$ cat config.mk
export PLATFORM = sky130hd
export DESIGN_NAME = epa_div_cell
export DESIGN_NICKNAME = d
export VERILOG_FILES = /design/src/design/epa_pkg.sv /design/src/design/epa_div_cell.sv
export SDC_FILE = /design/constraint.sdc
export NUM_CORES = 1
export LEC_CHECK = 0
export BUFFER_PORTS_ARGS = -buffer_cell sky130_fd_sc_hd__buf_2
export CORE_MARGIN = 3
export CORE_UTILIZATION = 49
export CTS_CLUSTER_SIZE = 16
export DETAILED_ROUTE_END_ITERATION = 10
export PLACE_DENSITY = 0.91
export SYNTH_ARGS = -nofsm -noshare
export SYNTH_HDL_FRONTEND = slang
export SYNTH_SLANG_ARGS = --single-unit
$ cat constraint.sdc
create_clock -name i_clk -period 5.2 [get_ports i_clk]
set_input_delay 0 -clock i_clk [delete_from_list [all_inputs] [get_ports i_clk]]
set_output_delay 0 -clock i_clk [all_outputs]
set_load 0.05 [all_outputs]
$ cat src/design/epa_pkg.sv
// Shared constants, formula codes and cell payload types for the ellipse
// perimeter approximation block. No dependencies.
package epa_pkg;

    localparam int AXIS_FRAC_BITS = 8;
    localparam int OUT_FRAC_BITS  = 16;

    localparam int AXIS_W      = 16;
    localparam int PERIM_W     = 27;
    localparam int ECC_W       = 17;
    localparam int CFG_W       = 3;
    localparam int S_TDATA_W   = 2 * AXIS_W;
    localparam int M_TDATA_W   = ((PERIM_W + ECC_W + 7) / 8) * 8;
    localparam int M_TUSER_W   = 2;

    // divider cells: one quotient bit per cell
    localparam int DIV_STEPS   = 32;
    localparam int DIV_W       = 39;
    // square root cells: one root bit per cell
    localparam int SQRT_STEPS  = 32;
    localparam int SQRT_XW     = 2 * SQRT_STEPS;
    localparam int SQRT_RW     = SQRT_STEPS + 2;

    localparam int SH_FACTOR   = AXIS_FRAC_BITS + 43 - OUT_FRAC_BITS;
    localparam int SH_ROOT     = AXIS_FRAC_BITS + 44 - OUT_FRAC_BITS;

    localparam logic [31:0]        PI_Q30    = 32'hC90F_DAA2;
    localparam logic [31:0]        Q30_ONE   = 32'h4000_0000;
    localparam logic [PERIM_W-1:0] PERIM_MAX = '1;

    localparam logic [CFG_W-1:0] FORM_PI_SUM    = 3'd0;
    localparam logic [CFG_W-1:0] FORM_RMS       = 3'd1;
    localparam logic [CFG_W-1:0] FORM_RMS_CORR  = 3'd2;
    localparam logic [CFG_W-1:0] FORM_SERIES    = 3'd3;
    localparam logic [CFG_W-1:0] FORM_RAMANUJAN = 3'd4;
    localparam logic [CFG_W-1:0] FORM_PADE_A    = 3'd5;
    localparam logic [CFG_W-1:0] FORM_PADE_B    = 3'd6;
    localparam logic [CFG_W-1:0] FORM_ROOT      = 3'd7;

    typedef struct packed {
        logic                 vld;
        logic [DIV_W-1:0]     rem;
        logic [DIV_W-1:0]     den;
        logic [DIV_STEPS-1:0] num;
        logic [DIV_STEPS-1:0] quot;
    } t_div;

    typedef struct packed {
        logic                  vld;
        logic [SQRT_XW-1:0]    rad;
        logic [SQRT_RW-1:0]    rem;
        logic [SQRT_STEPS-1:0] root;
    } t_sqrt;

endpackage

$ cat src/design/epa_div_cell.sv
// One restoring-division step: shifts in a numerator bit, emits a quotient bit.
// Depends on epa_pkg.
module epa_div_cell (
    input  logic          i_clk,
    input  logic          i_rst_n,
    input  logic          i_en,
    input  epa_pkg::t_div i_d,
    output epa_pkg::t_div o_q
);

    logic [epa_pkg::DIV_W:0] w_trial;
    logic [epa_pkg::DIV_W:0] w_diff;
    logic                    w_ge;
    epa_pkg::t_div           n_q;
    epa_pkg::t_div           r_q;

    always_comb begin
        w_trial  = {i_d.rem, i_d.num[epa_pkg::DIV_STEPS-1]};
        w_diff   = w_trial - {1'b0, i_d.den};
        w_ge     = (w_trial >= {1'b0, i_d.den});
        n_q      = i_d;
        n_q.rem  = w_ge ? w_diff[epa_pkg::DIV_W-1:0] : w_trial[epa_pkg::DIV_W-1:0];
        n_q.num  = {i_d.num[epa_pkg::DIV_STEPS-2:0], 1'b0};
        n_q.quot = {i_d.quot[epa_pkg::DIV_STEPS-2:0], w_ge};
    end

    always_ff @(posedge i_clk) begin
        if (!i_rst_n) begin
            r_q.vld <= 1'b0;
        end else if (i_en) begin
            r_q <= n_q;
        end
    end

    assign o_q = r_q;

endmodule

## Yosys cells after proc, flatten, opt, wreduce, memory -nomap -nowiden

Index checks and enable logic that the tools add are counted.

- $add $sub $neg: 1
- Magnitude comparators: 1
- Mux-type cells: 1
- Reduce and logical (&&, ||, !) cells: 1

Operators by type and width:

| cell | count |
|---|---|
| >= comparator 40 x 39 -> 1 bit | 1 |
| two-way mux 39 bit | 1 |
| subtractor 39 bit | 1 |
| AND reduction 2 bit | 1 |

- Flip-flop bits (word level): 142
- Output and inout port bits: 143
- Logic and storage cells: 9

## Longest topological paths before layout

- Depth in word-level cells: 2
- Depth in mapped cells: 13

## Worst setup path before layout

Ideal clock, no wire load.

- Path kind: input to register
- From: in i_en
- To: reg r_q, in the netlist o_q[0], enable pin
- Data arrival time: 3223 ps
- Required time: 4683 ps
- Slack: 1461 ps
- Stages on the path: 1
- Buffers on the path: 0
- Cell sequence: and2_1

- Word-level cells in the longest chain between the ends: 1

RTL lines:

| what | RTL line | RTL |
|---|---|---|
| start: declaration | epa_div_cell.sv:6 | `input logic i_en,` |
| AND reduction 2 bit (no source line) | n/a |  |
| end signal: assignment | epa_div_cell.sv:31 | `r_q <= n_q;` |
| end: declaration | epa_div_cell.sv:15 | `epa_pkg::t_div r_q;` |

No other way between the ends.
A chain may end at the register's enable or synchronous reset.

==> metrics.md <==
| Metric | Value |
|---|---|
| Die area | approximately 16000 µm² |
| CTS Buffer Depth | 2 |
| Post-route ant nets | 0 |
| Root Driver | clkbuf_16 |
| Internal | roughly 2.3 mW |
| Crit. End Element | flip-flop |
| GP Congestion | 0.880 |
| Number of vias per cell | 5.75 |
| Post-layout net count | roughly 1200 |
| Synth top area cells | edfxtp_1 58%, ha_1 6.7%, nand2_1 3.3%, a21o_1 2.7%, a21oi_1 2.6% |
| Top-area cell type share of the netlist area | between 50 and 60% |
| Hold crit path type | in -> reg |
| Endpoints failing setup | 0 |
| Final Max Tran Viols | 0 |
| Ys Warns | 0 |
| CTS clk-pin slew, worst paths | approximately 70 ps |
| Grt met1 use | between 30% and 40% |
| Initial DRC count | ~700 |
| H-Tree Depth | 4 |
| DRT Pass-1 Iters | 5 |
| CTS Hold Bufs | 142 |
| Dominant cell type by area after synthesis | edfxtp_1 |
| CP cell instances | dlygate4sd3_1 -> buf_2 -> inv_1 -> ha_1 -> and3_4 -> and2_4 -> a221oi_2 -> a21oi_1 -> o311ai_1 -> and3_4 -> inv_1 -> mux2_4 |
| Synth Area in Adders | between 7 and 8% |
| Slew @ Worst Pin | approximately 1000 ps |
| Average size of a mapped cell | 12.2 µm² |
| Core Region | approximately 14000 µm² |
| Total wire length | 27.5 mm |
| Pin count of the biggest net entering global routing | 78 |
| Clock skew | 0 ps |
| WS Path Type | in -> reg |
| Antenna violations before repair | 0 |
| Leak | between 4 and 5 nW |
| RSZ-0062 raised after global routing | false |
| EDFF count, synth | 141 |
| Arr. time, crit path | around 3800 ps |
| # Post-CTS Setup Buffers | 0 |
| Global-route layer with the greatest usage | met2 |
| Crit-path slowest cell | and3_4 |
| GR Layer Usage met2 | 56.3% |
| CP Launch Type | primary input |
| Psw | between 1 and 1.5 mW |
| Final core utilization | 75.7% |
| Share of total power in sequential cells | 39.5% |
| Dpl cell area | slightly below 9000 µm² |
| Vias in the first global route | 6947 |
| Power share of the combinational group | approximately 28% |
| Rel. slew slack | between 30 and 40% |
| Global-route wire length before repair | roughly 41 mm |
| Die height | 128 µm |
| Synth Area in Compound Gates | between 15 and 20% |
| Synth async-reset ratio | 0% |
| Aggregate global-route resource usage | 33.2% |
| Syn-to-layout area delta | 47.7% |
| Max VDD drop | approximately 270 µV |
| Detailed-route via count | about 7000 |
| Simple-gate share of the synthesized area | approximately a tenth |
| Pwr Total | between 3 and 4 mW |
| DRC violations left | 0 |
| Max Clock Freq | between 200 and 300 MHz |
| Synth Cell Area | about 7300 µm² |
| Port bufs | 286 |
| Number of gates resized after CTS | 0 |
| Sw Ratio | between 30% and 40% |
| Num CTS Buffers | 17 |
| Final min period | around 3600 ps |
| Clock Power Share | between 30% and 40% |
| Syn Nets | 782 |
| Initial core utilization | between 50% and 60% |
| Clock Latency Late Sink | 420 ps |
| MaxCap Viol Count | 0 |
| Post-Synthesis Cells | 596 |
| Layout cells sized above 1 | ~33% |
| Pwr dens | roughly 330 nW/µm² |
| Main flop type after synthesis | edfxtp_1 |
| Max reg flops | 142 |
| DIE WIDTH | 128 µm |
| Post-DP HPWL | between 15 and 20 mm |
| M3 GR Usage | 9.38% |
| Most frequent cell after synthesis | edfxtp_1 |
| Mux cell area share after synthesis | less than 1% |
| Worst Path Required | between 5000 and 6000 ps |
| Max FO, Critical Path | between 70 and 80 |
| Status | complete, no violations |
| Hold Slack | 288 ps |
| I/O pins | between 200 and 300 |
| Synth cell count leaders | 141 x edfxtp_1, 63 x nand2_1, 46 x inv_1, 39 x ha_1, 38 x a21oi_1 |
| Drt wl/cell | roughly 23 µm |
| Sequential share of the synthesized area | roughly three fifths |
| CTS Sinks | 142 |
| Slowest cell delay on critical path | between 800 and 900 ps |
| FF+latch count, synth | ~140 |
| Num rows | 43 |
| Largest family of logic cells by synthesized area | compound AO/OA/AOI/OAI gates |
| Period utilization | between 60% and 70% |
| Final Cell Area | about 11000 µm² |
| Post-synthesis cell type count | a little under 70 |
| Setup TNS Final | 0 ps |
| CTS tree | built |
| Post-Synth XOR/XNOR Area | ~3.1% |
| Final Hold Vio Count | 0 |
| Grt total ovfl | 0 |
## power groups by stage
stage               clock, mW  combinational [mW]  sequential, mW
floorplan                   0               0.335            1.73
global placement            0               0.839            1.41
detailed placement          0               0.858            1.42
CTS                      1.15               0.947            1.40
global route             1.23                1.04            1.41
finish                   1.17               0.990            1.41
## cell type report
type / instances / area, µm²
inverters: 46 / 173
fillers: 800 / 3440
well taps: 180 / 225
clock buffers: 21 / 460
multi-input cells: 387 / 2650
repair buffers: 429 / 2860
flip-flops and latches: 142 / 4250
clock inverters: 11 / 86.3
diodes: 1 / 2.50
## worst paths after layout
check / slack, ps / end / start / cells past startpoint
setup / recovery: 1560 / o_q[125] / i_d[76] / 12
hold / removal: 290 / o_q[7] / i_d[6] / 2
setup reg to reg: 3960 / o_q[142] / o_q[142] / 3
hold reg to reg: 1180 / o_q[142] / o_q[142] / 3
## per-layer routing
layer	vias to the layer above	part of all wire, %
met5	-	0
met4	0	6.0
met3	118	11
met2	540	49
met1	3257	34
li1	3084	-
## layout by cell type, fill, tap and decap left out, types with 3 or more instances in the layout
cell type      synthesis  layout
and3_1                 4       4
inv_6                  0       3
nor3_1                 9       9
nand3_1               13      13
buf_2                  2     286
nor2b_1                3       3
and2_1                 7       6
clkinvlp_4             0       4
o311ai_1               3       3
xnor2_1               12      12
nand2b_1               5       5
o21ai_2               16      16
o21a_1                 9       9
nand2_1               63      63
a21oi_1               38      38
ha_1                  39      39
clkbuf_16              0      17
edfxtp_1             141     141
dlygate4sd3_1          0     142
a21o_1                26      26
o31ai_1                7       7
inv_1                 46      46
xor2_1                14      14
nor2_1                20      20
o21bai_1               6       6
a31oi_1                8       8
nand4_1                6       6
o21ai_0               32      32
## worst max-delay path, delay by kind of cell
family | cells | cell delay (ps)
buffers and inverters | 4 | 990
adder cells (fa/ha/maj) | 1 | 390
AO/OA/AOI/OAI | 3 | 790
multiplexers | 1 | 370
AND/OR/NAND/NOR | 3 | 1260
## cell families (layout without fill, tap and decap cells)
family                   count (synthesis)  after routing
AO/OA/AOI/OAI                          174            174
flip-flops                             142            142
AND/OR/NAND/NOR                        142            142
buffers and inverters                   67            507
adder cells (fa/ha/maj)                 40             40
XOR/XNOR                                26             26
multiplexers                             4              4
other                                    1              2
## metrics by stage
stage,worst slack (ps),cells
floorplan,1460,596
global placement,1940,1042
global route,1390,1216
CTS,1710,1216
detailed placement,1830,1042
finish,1560,1217
Power figures use the tool's default switching activity.
