--- src/design/epa_pkg.sv ---
// Shared constants, formula codes and cell payload types for the ellipse
// perimeter approximation block. No dependencies.
package epa_pkg;

    localparam int AXIS_FRAC_BITS = 8;
    localparam int OUT_FRAC_BITS  = 16;

    localparam int AXIS_W      = 16;
    localparam int PERIM_W     = 27;
    localparam int ECC_W       = 17;
    localparam int CFG_W       = 3;
    localparam int S_TDATA_W   = 2 * AXIS_W;
    localparam int M_TDATA_W   = ((PERIM_W + ECC_W + 7) / 8) * 8;
    localparam int M_TUSER_W   = 2;

    // divider cells: one quotient bit per cell
    localparam int DIV_STEPS   = 32;
    localparam int DIV_W       = 39;
    // square root cells: one root bit per cell
    localparam int SQRT_STEPS  = 32;
    localparam int SQRT_XW     = 2 * SQRT_STEPS;
    localparam int SQRT_RW     = SQRT_STEPS + 2;

    localparam int SH_FACTOR   = AXIS_FRAC_BITS + 43 - OUT_FRAC_BITS;
    localparam int SH_ROOT     = AXIS_FRAC_BITS + 44 - OUT_FRAC_BITS;

    localparam logic [31:0]        PI_Q30    = 32'hC90F_DAA2;
    localparam logic [31:0]        Q30_ONE   = 32'h4000_0000;
    localparam logic [PERIM_W-1:0] PERIM_MAX = '1;

    localparam logic [CFG_W-1:0] FORM_PI_SUM    = 3'd0;
    localparam logic [CFG_W-1:0] FORM_RMS       = 3'd1;
    localparam logic [CFG_W-1:0] FORM_RMS_CORR  = 3'd2;
    localparam logic [CFG_W-1:0] FORM_SERIES    = 3'd3;
    localparam logic [CFG_W-1:0] FORM_RAMANUJAN = 3'd4;
    localparam logic [CFG_W-1:0] FORM_PADE_A    = 3'd5;
    localparam logic [CFG_W-1:0] FORM_PADE_B    = 3'd6;
    localparam logic [CFG_W-1:0] FORM_ROOT      = 3'd7;

    typedef struct packed {
        logic                 vld;
        logic [DIV_W-1:0]     rem;
        logic [DIV_W-1:0]     den;
        logic [DIV_STEPS-1:0] num;
        logic [DIV_STEPS-1:0] quot;
    } t_div;

    typedef struct packed {
        logic                  vld;
        logic [SQRT_XW-1:0]    rad;
        logic [SQRT_RW-1:0]    rem;
        logic [SQRT_STEPS-1:0] root;
    } t_sqrt;

endpackage

--- src/design/epa_sqrt_cell.sv ---
// One digit-by-digit square root step: brings down two radicand bits,
// emits one root bit. Depends on epa_pkg.
module epa_sqrt_cell (
    input  logic           i_clk,
    input  logic           i_rst_n,
    input  logic           i_en,
    input  epa_pkg::t_sqrt i_d,
    output epa_pkg::t_sqrt o_q
);

    logic [epa_pkg::SQRT_RW+1:0] w_trial;
    logic [epa_pkg::SQRT_RW+1:0] w_test;
    logic [epa_pkg::SQRT_RW+1:0] w_diff;
    logic                        w_ge;
    epa_pkg::t_sqrt              n_q;
    epa_pkg::t_sqrt              r_q;

    always_comb begin
        w_trial  = {i_d.rem, i_d.rad[epa_pkg::SQRT_XW-1 -: 2]};
        w_test   = {{(epa_pkg::SQRT_RW - epa_pkg::SQRT_STEPS){1'b0}}, i_d.root, 2'b01};
        w_diff   = w_trial - w_test;
        w_ge     = (w_trial >= w_test);
        n_q      = i_d;
        n_q.rem  = w_ge ? w_diff[epa_pkg::SQRT_RW-1:0] : w_trial[epa_pkg::SQRT_RW-1:0];
        n_q.rad  = {i_d.rad[epa_pkg::SQRT_XW-3:0], 2'b00};
        n_q.root = {i_d.root[epa_pkg::SQRT_STEPS-2:0], w_ge};
    end

    always_ff @(posedge i_clk) begin
        if (!i_rst_n) begin
            r_q.vld <= 1'b0;
        end else if (i_en) begin
            r_q <= n_q;
        end
    end

    assign o_q = r_q;

endmodule

--- config.mk ---
export PLATFORM = sky130hd
export DESIGN_NAME = epa_sqrt_cell
export DESIGN_NICKNAME = d
export VERILOG_FILES = /design/src/design/epa_pkg.sv /design/src/design/epa_sqrt_cell.sv
export SDC_FILE = /design/constraint.sdc
export NUM_CORES = 1
export LEC_CHECK = 0
export BUFFER_PORTS_ARGS = -buffer_cell sky130_fd_sc_hd__buf_2
export CELL_PAD_IN_SITES_DETAIL_PLACEMENT = 0
export CELL_PAD_IN_SITES_GLOBAL_PLACEMENT = 2
export CORE_MARGIN = 4
export CORE_UTILIZATION = 32
export DETAILED_ROUTE_END_ITERATION = 6
export PLACE_DENSITY_LB_ADDON = 0.1
export RECOVER_POWER = 25
export SETUP_SLACK_MARGIN = 0.5
export SYNTH_ARGS = -nofsm -noshare
export SYNTH_HDL_FRONTEND = slang
export SYNTH_SLANG_ARGS = --single-unit
--- constraint.sdc ---
create_clock -name i_clk -period 8.31 [get_ports i_clk]
set_input_delay 2.493 -clock i_clk [delete_from_list [all_inputs] [get_ports i_clk]]
set_output_delay 2.493 -clock i_clk [all_outputs]
set_load 0.05 [all_outputs]
Word level (Yosys, flattened, before mapping)
Cells that the tools add are included.
{ "totals": {"register_bits": 129, "inputBits": 134, "output_inout_bits": 131, "elab_cells": 8} }
{ "classes": {"add_sub_neg": 1, "n_lt_le_gt_ge": 1, "n_mux": 1, "reduce_logical": 1} }
{ "op_table": {"columns": ["op", "n"], "rows": [
  [">= comparator 36 x 34 -> 1 bit", 1],
  ["two-way mux 34 bit", 1],
  ["subtractor 34 bit", 1],
  ["AND reduction 2 bit", 1]
]} }

Longest topological paths before layout
Gate-level depths: netlist of run 1.
{ "depth": {"depth_word": 2, "ltp_mapped": 13, "depth_no_buf": 10} }

Least setup slack after synthesis of run 1
Ideal clock, no wire load.
{ "synth_timing": {"kind": "input -> register", "from": "in i_en", "to": "reg r_q, in the netlist o_q[0] (enable)", "setup_time_ns": 0.502, "arrival_time_ns": 5.426, "setup_slack_ns": 2.382, "path_stages": 1, "cell_sequence": "and2_1"} }
{ "synth_via": {"elab_chain_cells": 1} }
{ "synth_lines": {"columns": ["item", "line", "source"], "rows": [
  ["start: declaration", "epa_sqrt_cell.sv:6", "input logic i_en,"],
  ["AND reduction 2 bit (no source line)", null, null],
  ["end signal: assignment", "epa_sqrt_cell.sv:33", "r_q <= n_q;"],
  ["end: declaration", "epa_sqrt_cell.sv:16", "epa_pkg::t_sqrt r_q;"]
]} }
No other way between the ends.
A chain may end at the register's enable or synchronous reset.

==> results.cfg, run 1 <==
[clocking]
ctsResizeCount = 0
clkSinkCount = 129
cts_tree = yes
clock_latency_ns = 0.41
numCtsBuffers = 17
clk_pin_slew_ns = 0.07
postCtsSetupBuffers = 0
clk_path_buf_depth = 2
cts.htree.levels = 4
hold_buffers = 0
root_buffer = clkbuf_16

[setup_path]
cp_data_required_time_ns = 8.48
critPathMaxStageDelay_ns = 0.49
rrSetupSlack_ns = 7.71
cp_max_fo = 35
worstPathCellList = buf_2 -> inv_1 -> ha_1 -> a21o_1 -> o41ai_1 -> o211ai_1 -> a211oi_1 -> o21a_2 -> buf_4 -> mux2_1
timing.rr.start = o_q[130]$_SDFFE_PN0P_
cpMaxStageDelayCell = o21a_2
start_kind = primary input
worstRegToRegCells = 2
crit_arrival_ns = 5.47
path_class = primary input to flip-flop
end_kind = flip-flop
reg2reg_to = o_q[130]$_SDFFE_PN0P_

[power_and_ir_drop]
p_leak_nw = 3.69
clock_power_share_pct = 38.7
power-per-cell-area_nw_per_um2 = 242
sequentialPowerShare_pct = 38.7
comb_power_share_pct = 22.6
internal-power_mw = 1.40
switchingPower_mw = 0.652
ir_drop_uv = 134
p_sw_share_pct = 31.9

[logic_synthesis]
synth.largest_area_cell = edfxtp_1
synth_ff_type = edfxtp_1
yosys_warnings = 0
yosysTopAreaCellShare_pct = 61.4
synth-edff-count = 128
synth_area_per_cell_sq_um = 12.6
yosysSeqAreaShare_pct = 61.7
synth_area_sq_um = 6260
netlist_instances = 498
yosys-top-cells-area = edfxtp_1 (61%), ha_1 (6.8%), nand2_1 (2.9%), a21o_1 (2.5%), o21ai_1 (2.5%)
ys_seq_elements = 129
async_reset_ff_share_pct = 0
synthDistinctLibCells = 58

[sta]
fin_crit_sh_pct = 63.8
rsz0062_at_grt = no
max_freq_mhz = 189
whs_ns = 0.528
fin_tns_setup_ns = 0
slew_headroom_pct = 31.2
clock_skew_ns = 0
slew_violations = 0
tightest_slew_ns = 1.03
hold_viol_final = 0
layout_min_cycle_time_ns = 5.30
setup_viol_count_final = 0

[global_route]
use_met3_pct = 6.16
grt_pass1_wl_um = 27000
met2_usage_pct = 26.8
grt_max_degree = 79
track_usage_pct = 15.8
met1_usage_pct = 18.9
grt.overflow.total = 0
top_usage_layer = met2
grt_pass1_vias = 4954
antenna_found_initial = 1

[drt]
via_per_inst = 4.61
route.detailed.drc = 0
firstDrtPassIters = 5
wire_per_inst_um = 16.9
vias = 4801
drtAntennaViolNets = 0
drt_iter0_drc = 170
wl_um = 17600

[min_path]
hold_path_end = o_q[130]$_SDFFE_PN0P_
worstHoldStart = o_q[130]$_SDFFE_PN0P_
hold_class = flip-flop to flip-flop
hold_path_depth = 2

[layout]
nets = 936
layout_commonest_cell = buf_2
drive_gt1_share_pct = 36.6
mostFrequentLayoutCells = buf_2 (242), edfxtp_1 (128), nand2_1 (48)
area_growth_pct = 34.9
multi_input_area_sq_um = 2180
largest_reg_flops = 129
instances_no_fill = 1041
finalInstanceArea_sq_um = 8450
final-seq-area_sq_um = 3860
fillCellCount = 1842
antennaDiodeCount = 0

[floorplan]
pin_count = 265
num_rows = 50
start_util_pct = 33.0
core_sq_um = 19000
dieWidth_um = 148
die-area_sq_um = 21900
die_y_um = 148

[place]
place.gp.congestion = 0.796
dp.cells = 1009
hpwlAfterDp_um = 13900
portBuffers = 262
place_area_sq_um = 7850

[run]
drv_cap = 0

[outcome]
status = complete, no violations
worst max-delay path: cells and delay by family:
family | cells | cell delay, ns
adders and majority gates | 1 | 0.37
muxes | 1 | 0.36
buffers and inverters | 3 | 0.56
AOI/OAI and AO/OA | 5 | 1.66
through the flow:
step | total power [mW] | utilization (%) | setup slack [ns]
floorplan | 1.15 | - | 2.38
global placement | 1.27 | 41.4 | 2.58
detailed placement | 1.28 | 41.4 | 2.44
CTS | 2.08 | 44.7 | 2.92
global route | 2.14 | 44.6 | 2.71
finish | 2.05 | 44.6 | 3.01
worst max-delay path by stage:
stage,startpoint,endpoint,slack [ns],cells after the start
floorplan,i_en,o_q[0]$_DFFE_PP_,2.38,1
global placement,i_d[7],o_q[35]$_DFFE_PP_,2.58,10
detailed placement,i_d[7],o_q[35]$_DFFE_PP_,2.44,10
CTS,i_d[7],o_q[35]$_DFFE_PP_,2.92,10
global route,i_d[7],o_q[35]$_DFFE_PP_,2.71,10
finish,i_d[7],o_q[35]$_DFFE_PP_,3.01,10
cell usage after synthesis (all sizes together), types with 2 or more instances:
cell type	count
and2	7
a21boi	3
nor3	8
nor2	14
mux2	3
and3	9
inv	42
nor2b	3
a31o	2
o211ai	3
nand3	4
o41ai	3
xor2	16
a311oi	2
a221oi	2
buf	9
ha	34
xnor2	12
edfxtp	128
o221ai	2
clkbuf	5
nand4	7
o21ai	44
nand2b	6
a31oi	5
o31ai	3
a21oi	26
a21o	22
mux2i	4
o21a	2
nand2	48
o31a	2
power by group through the flow:
stage / Combinational [mW] / Clock, mW / Sequential (mW)
2_1_floorplan: 0.164 / 0 / 0.987
3_3_place_gp: 0.469 / 0 / 0.805
3_5_place_dp: 0.471 / 0 / 0.806
4_1_cts: 0.472 / 0.816 / 0.793
5_1_grt: 0.500 / 0.843 / 0.796
6_report: 0.464 / 0.792 / 0.792
metal layers:
metal	routed length (um)	share of wire [%]
met2	8450	48
met1	7460	42
met4	162	0.92
met3	1550	8.8
met5	20	0.11
cells by family (layout without fill, tap and decap cells):
| group | count (synthesis) | in the layout | share of synthesized area (%) |
|---|---|---|---|
| AOI/OAI and AO/OA | 129 | 129 | 13.8 |
| xor gates and xnor gates | 28 | 28 | 3.92 |
| adders and majority gates | 34 | 34 | 6.79 |
| buffers and inverters | 56 | 338 | 3.66 |
| DFF | 129 | 129 | 61.7 |
| muxes | 7 | 7 | 1.18 |
| other | 1 | 2 | 0.0599 |
| and+or+nand+nor | 114 | 114 | 8.91 |
final cells by class:
| class | count | area share, % |
|---|---|---|
| clock buffers | 17 | 5.04 |
| clock inverters | 15 | 2.31 |
| inverters | 42 | 1.87 |
| multi-input cells | 314 | 25.8 |
| flip-flops and latches | 129 | 45.7 |
| well taps | 260 | 3.85 |
| repair buffers | 264 | 15.4 |
Note: power is estimated with default switching activity, not from simulation.
==> run 2, diff against run 1 <==
Settings changed: CORE_UTILIZATION 32 to 30.
Clock period 8.31 ns to 5.35 ns, I/O delays scaled along.
==> run 2 against run 1 <==
  * Via count up 1.6%
  * Largest cell class unchanged
  * Core utilization down 2.8 points
  * Total power up 57%
  * Cell count up 1.3%
  * Sequential power up 55%
  * Critical endpoint is now o_q[59]$_DFFE_PP_
==> results.cfg, run 2 (synthesis results as in run 1) <==
[outcome]
status = complete, no violations

[min_path]
worstHoldStart = o_q[130]$_SDFFE_PN0P_
hold_class = flip-flop to flip-flop

[floorplan]
pin_count = 265
start_util_pct = 30.8
core_sq_um = 20400
die-area_sq_um = 23300
dieWidth_um = 152
die_y_um = 152
num_rows = 52

[sta]
max_freq_mhz = 244
slew_violations = 0
slew_headroom_pct = 56.9
tightest_slew_ns = 0.647
rsz0062_at_grt = no
clock_skew_ns = 0
layout_min_cycle_time_ns = 4.10
fin_tns_setup_ns = 0
hold_viol_final = 0
fin_crit_sh_pct = 76.7
setup_viol_count_final = 0

[global_route]
grt_pass1_vias = 4989
grt_max_degree = 47
antenna_found_initial = 2
grt_pass1_wl_um = 28100
track_usage_pct = 15.2
grt.overflow.total = 0

[setup_path]
cp_max_fo = 19
crit_arrival_ns = 4.26
path_class = primary input to flip-flop
cpMaxStageDelayCell = o21a_2
end_kind = flip-flop
timing.rr.start = o_q[130]$_SDFFE_PN0P_
critPathMaxStageDelay_ns = 0.47
cp-startpoint = i_d[7]
worstPathCellList = buf_2 -> inv_1 -> ha_1 -> a21o_1 -> o41ai_1 -> o211ai_1 -> a211oi_1 -> o21a_2 -> inv_2 -> mux2_1
start_kind = primary input
cp_data_required_time_ns = 5.51

[power_and_ir_drop]
p_leak_nw = 3.71
clock_power_share_pct = 39.2
power-per-cell-area_nw_per_um2 = 378
comb_power_share_pct = 22.6
p_sw_share_pct = 31.3
internal-power_mw = 2.21
switchingPower_mw = 1.01
sequentialPowerShare_pct = 38.3
total_power_mw = 3.22
ir_drop_uv = 208

[layout]
layout_commonest_cell = buf_2
drive_gt1_share_pct = 37.0
fillCellCount = 1990
mostFrequentLayoutCells = buf_2 (242), edfxtp_1 (128), nand2_1 (48)
largest_reg_flops = 129
nets = 940
final-seq-area_sq_um = 3860
multi_input_area_sq_um = 2180
area_growth_pct = 35.8

[clocking]
clock_latency_ns = 0.41
numCtsBuffers = 17
ctsResizeCount = 0
cts.htree.levels = 4
root_buffer = clkbuf_16
clk_pin_slew_ns = 0.06
postCtsSetupBuffers = 0
clkSinkCount = 129
hold_buffers = 0
cts_tree = yes
clk_path_buf_depth = 2

[drt]
via_per_inst = 4.63
wire_per_inst_um = 17.1
wl_um = 18000
firstDrtPassIters = 4
route.detailed.drc = 0
drtAntennaViolNets = 0
drt_iter0_drc = 212
vias = 4880

[run]
drv_cap = 0

[place]
hpwlAfterDp_um = 14100
place.gp.congestion = 0.839
portBuffers = 262
[run 2: final timing paths]
path | slack, ns | end | cells after the start
worst max-delay path | 1.25 | o_q[59]$_DFFE_PP_ | 10
worst min-delay path | 0.52 | o_q[130]$_SDFFE_PN0P_ | 2
worst max register to register | 4.77 | o_q[130]$_SDFFE_PN0P_ | 2
worst min register to register | 0.52 | o_q[130]$_SDFFE_PN0P_ | 2
[run 2: critical path: cells and delay by family]
kind            cells  cell delay [ns]
mux                 1             0.32
compound gates      5             1.71
fa+ha+maj           1             0.38
buf+inv             3             0.26
[run 2: stage by stage]
stage | worst slack (ns) | instances | utilization, % | hold slack, ns | cell area [sq um]
after floorplan | 1.36 | 499 | - | 0.743 | 6270
after global placement | 0.874 | 1023 | 38.8 | 0.502 | 7890
after detailed placement | 0.798 | 1023 | 38.8 | 0.509 | 7890
after CTS | 1.23 | 1054 | 41.9 | 0.525 | 8530
after global routing | 1.01 | 1054 | 41.7 | 0.581 | 8500
final | 1.25 | 1055 | 41.8 | 0.517 | 8500
[run 2: power by group through the flow]
| stage | Combinational [mW] | Clock [mW] | Sequential [mW] |
|---|---|---|---|
| 2_1_floorplan | 0.255 | 0 | 1.53 |
| 3_3_place_gp | 0.734 | 0 | 1.25 |
| 3_5_place_dp | 0.735 | 0 | 1.25 |
| 4_1_cts | 0.737 | 1.29 | 1.23 |
| 5_1_grt | 0.783 | 1.34 | 1.24 |
| 6_report | 0.726 | 1.26 | 1.23 |
[run 2: area by class of cell]
cell class / count / area share [%]
antenna: 1 / 0.0294
clock buffer: 17 / 5.00
clock inverter: 14 / 2.44
inverter: 42 / 1.85
multi-input combinational: 314 / 25.6
sequential: 129 / 45.4
tap: 270 / 3.97
timing repair buffer: 268 / 15.7
[run 2: per-layer routing]
metal / track usage [%] / share of wire, %
met3: 4.91 / 7.7
met2: 24.4 / 45
met1: 19.9 / 46
met5: 0 / 0.15
met4: 4.16 / 0.94
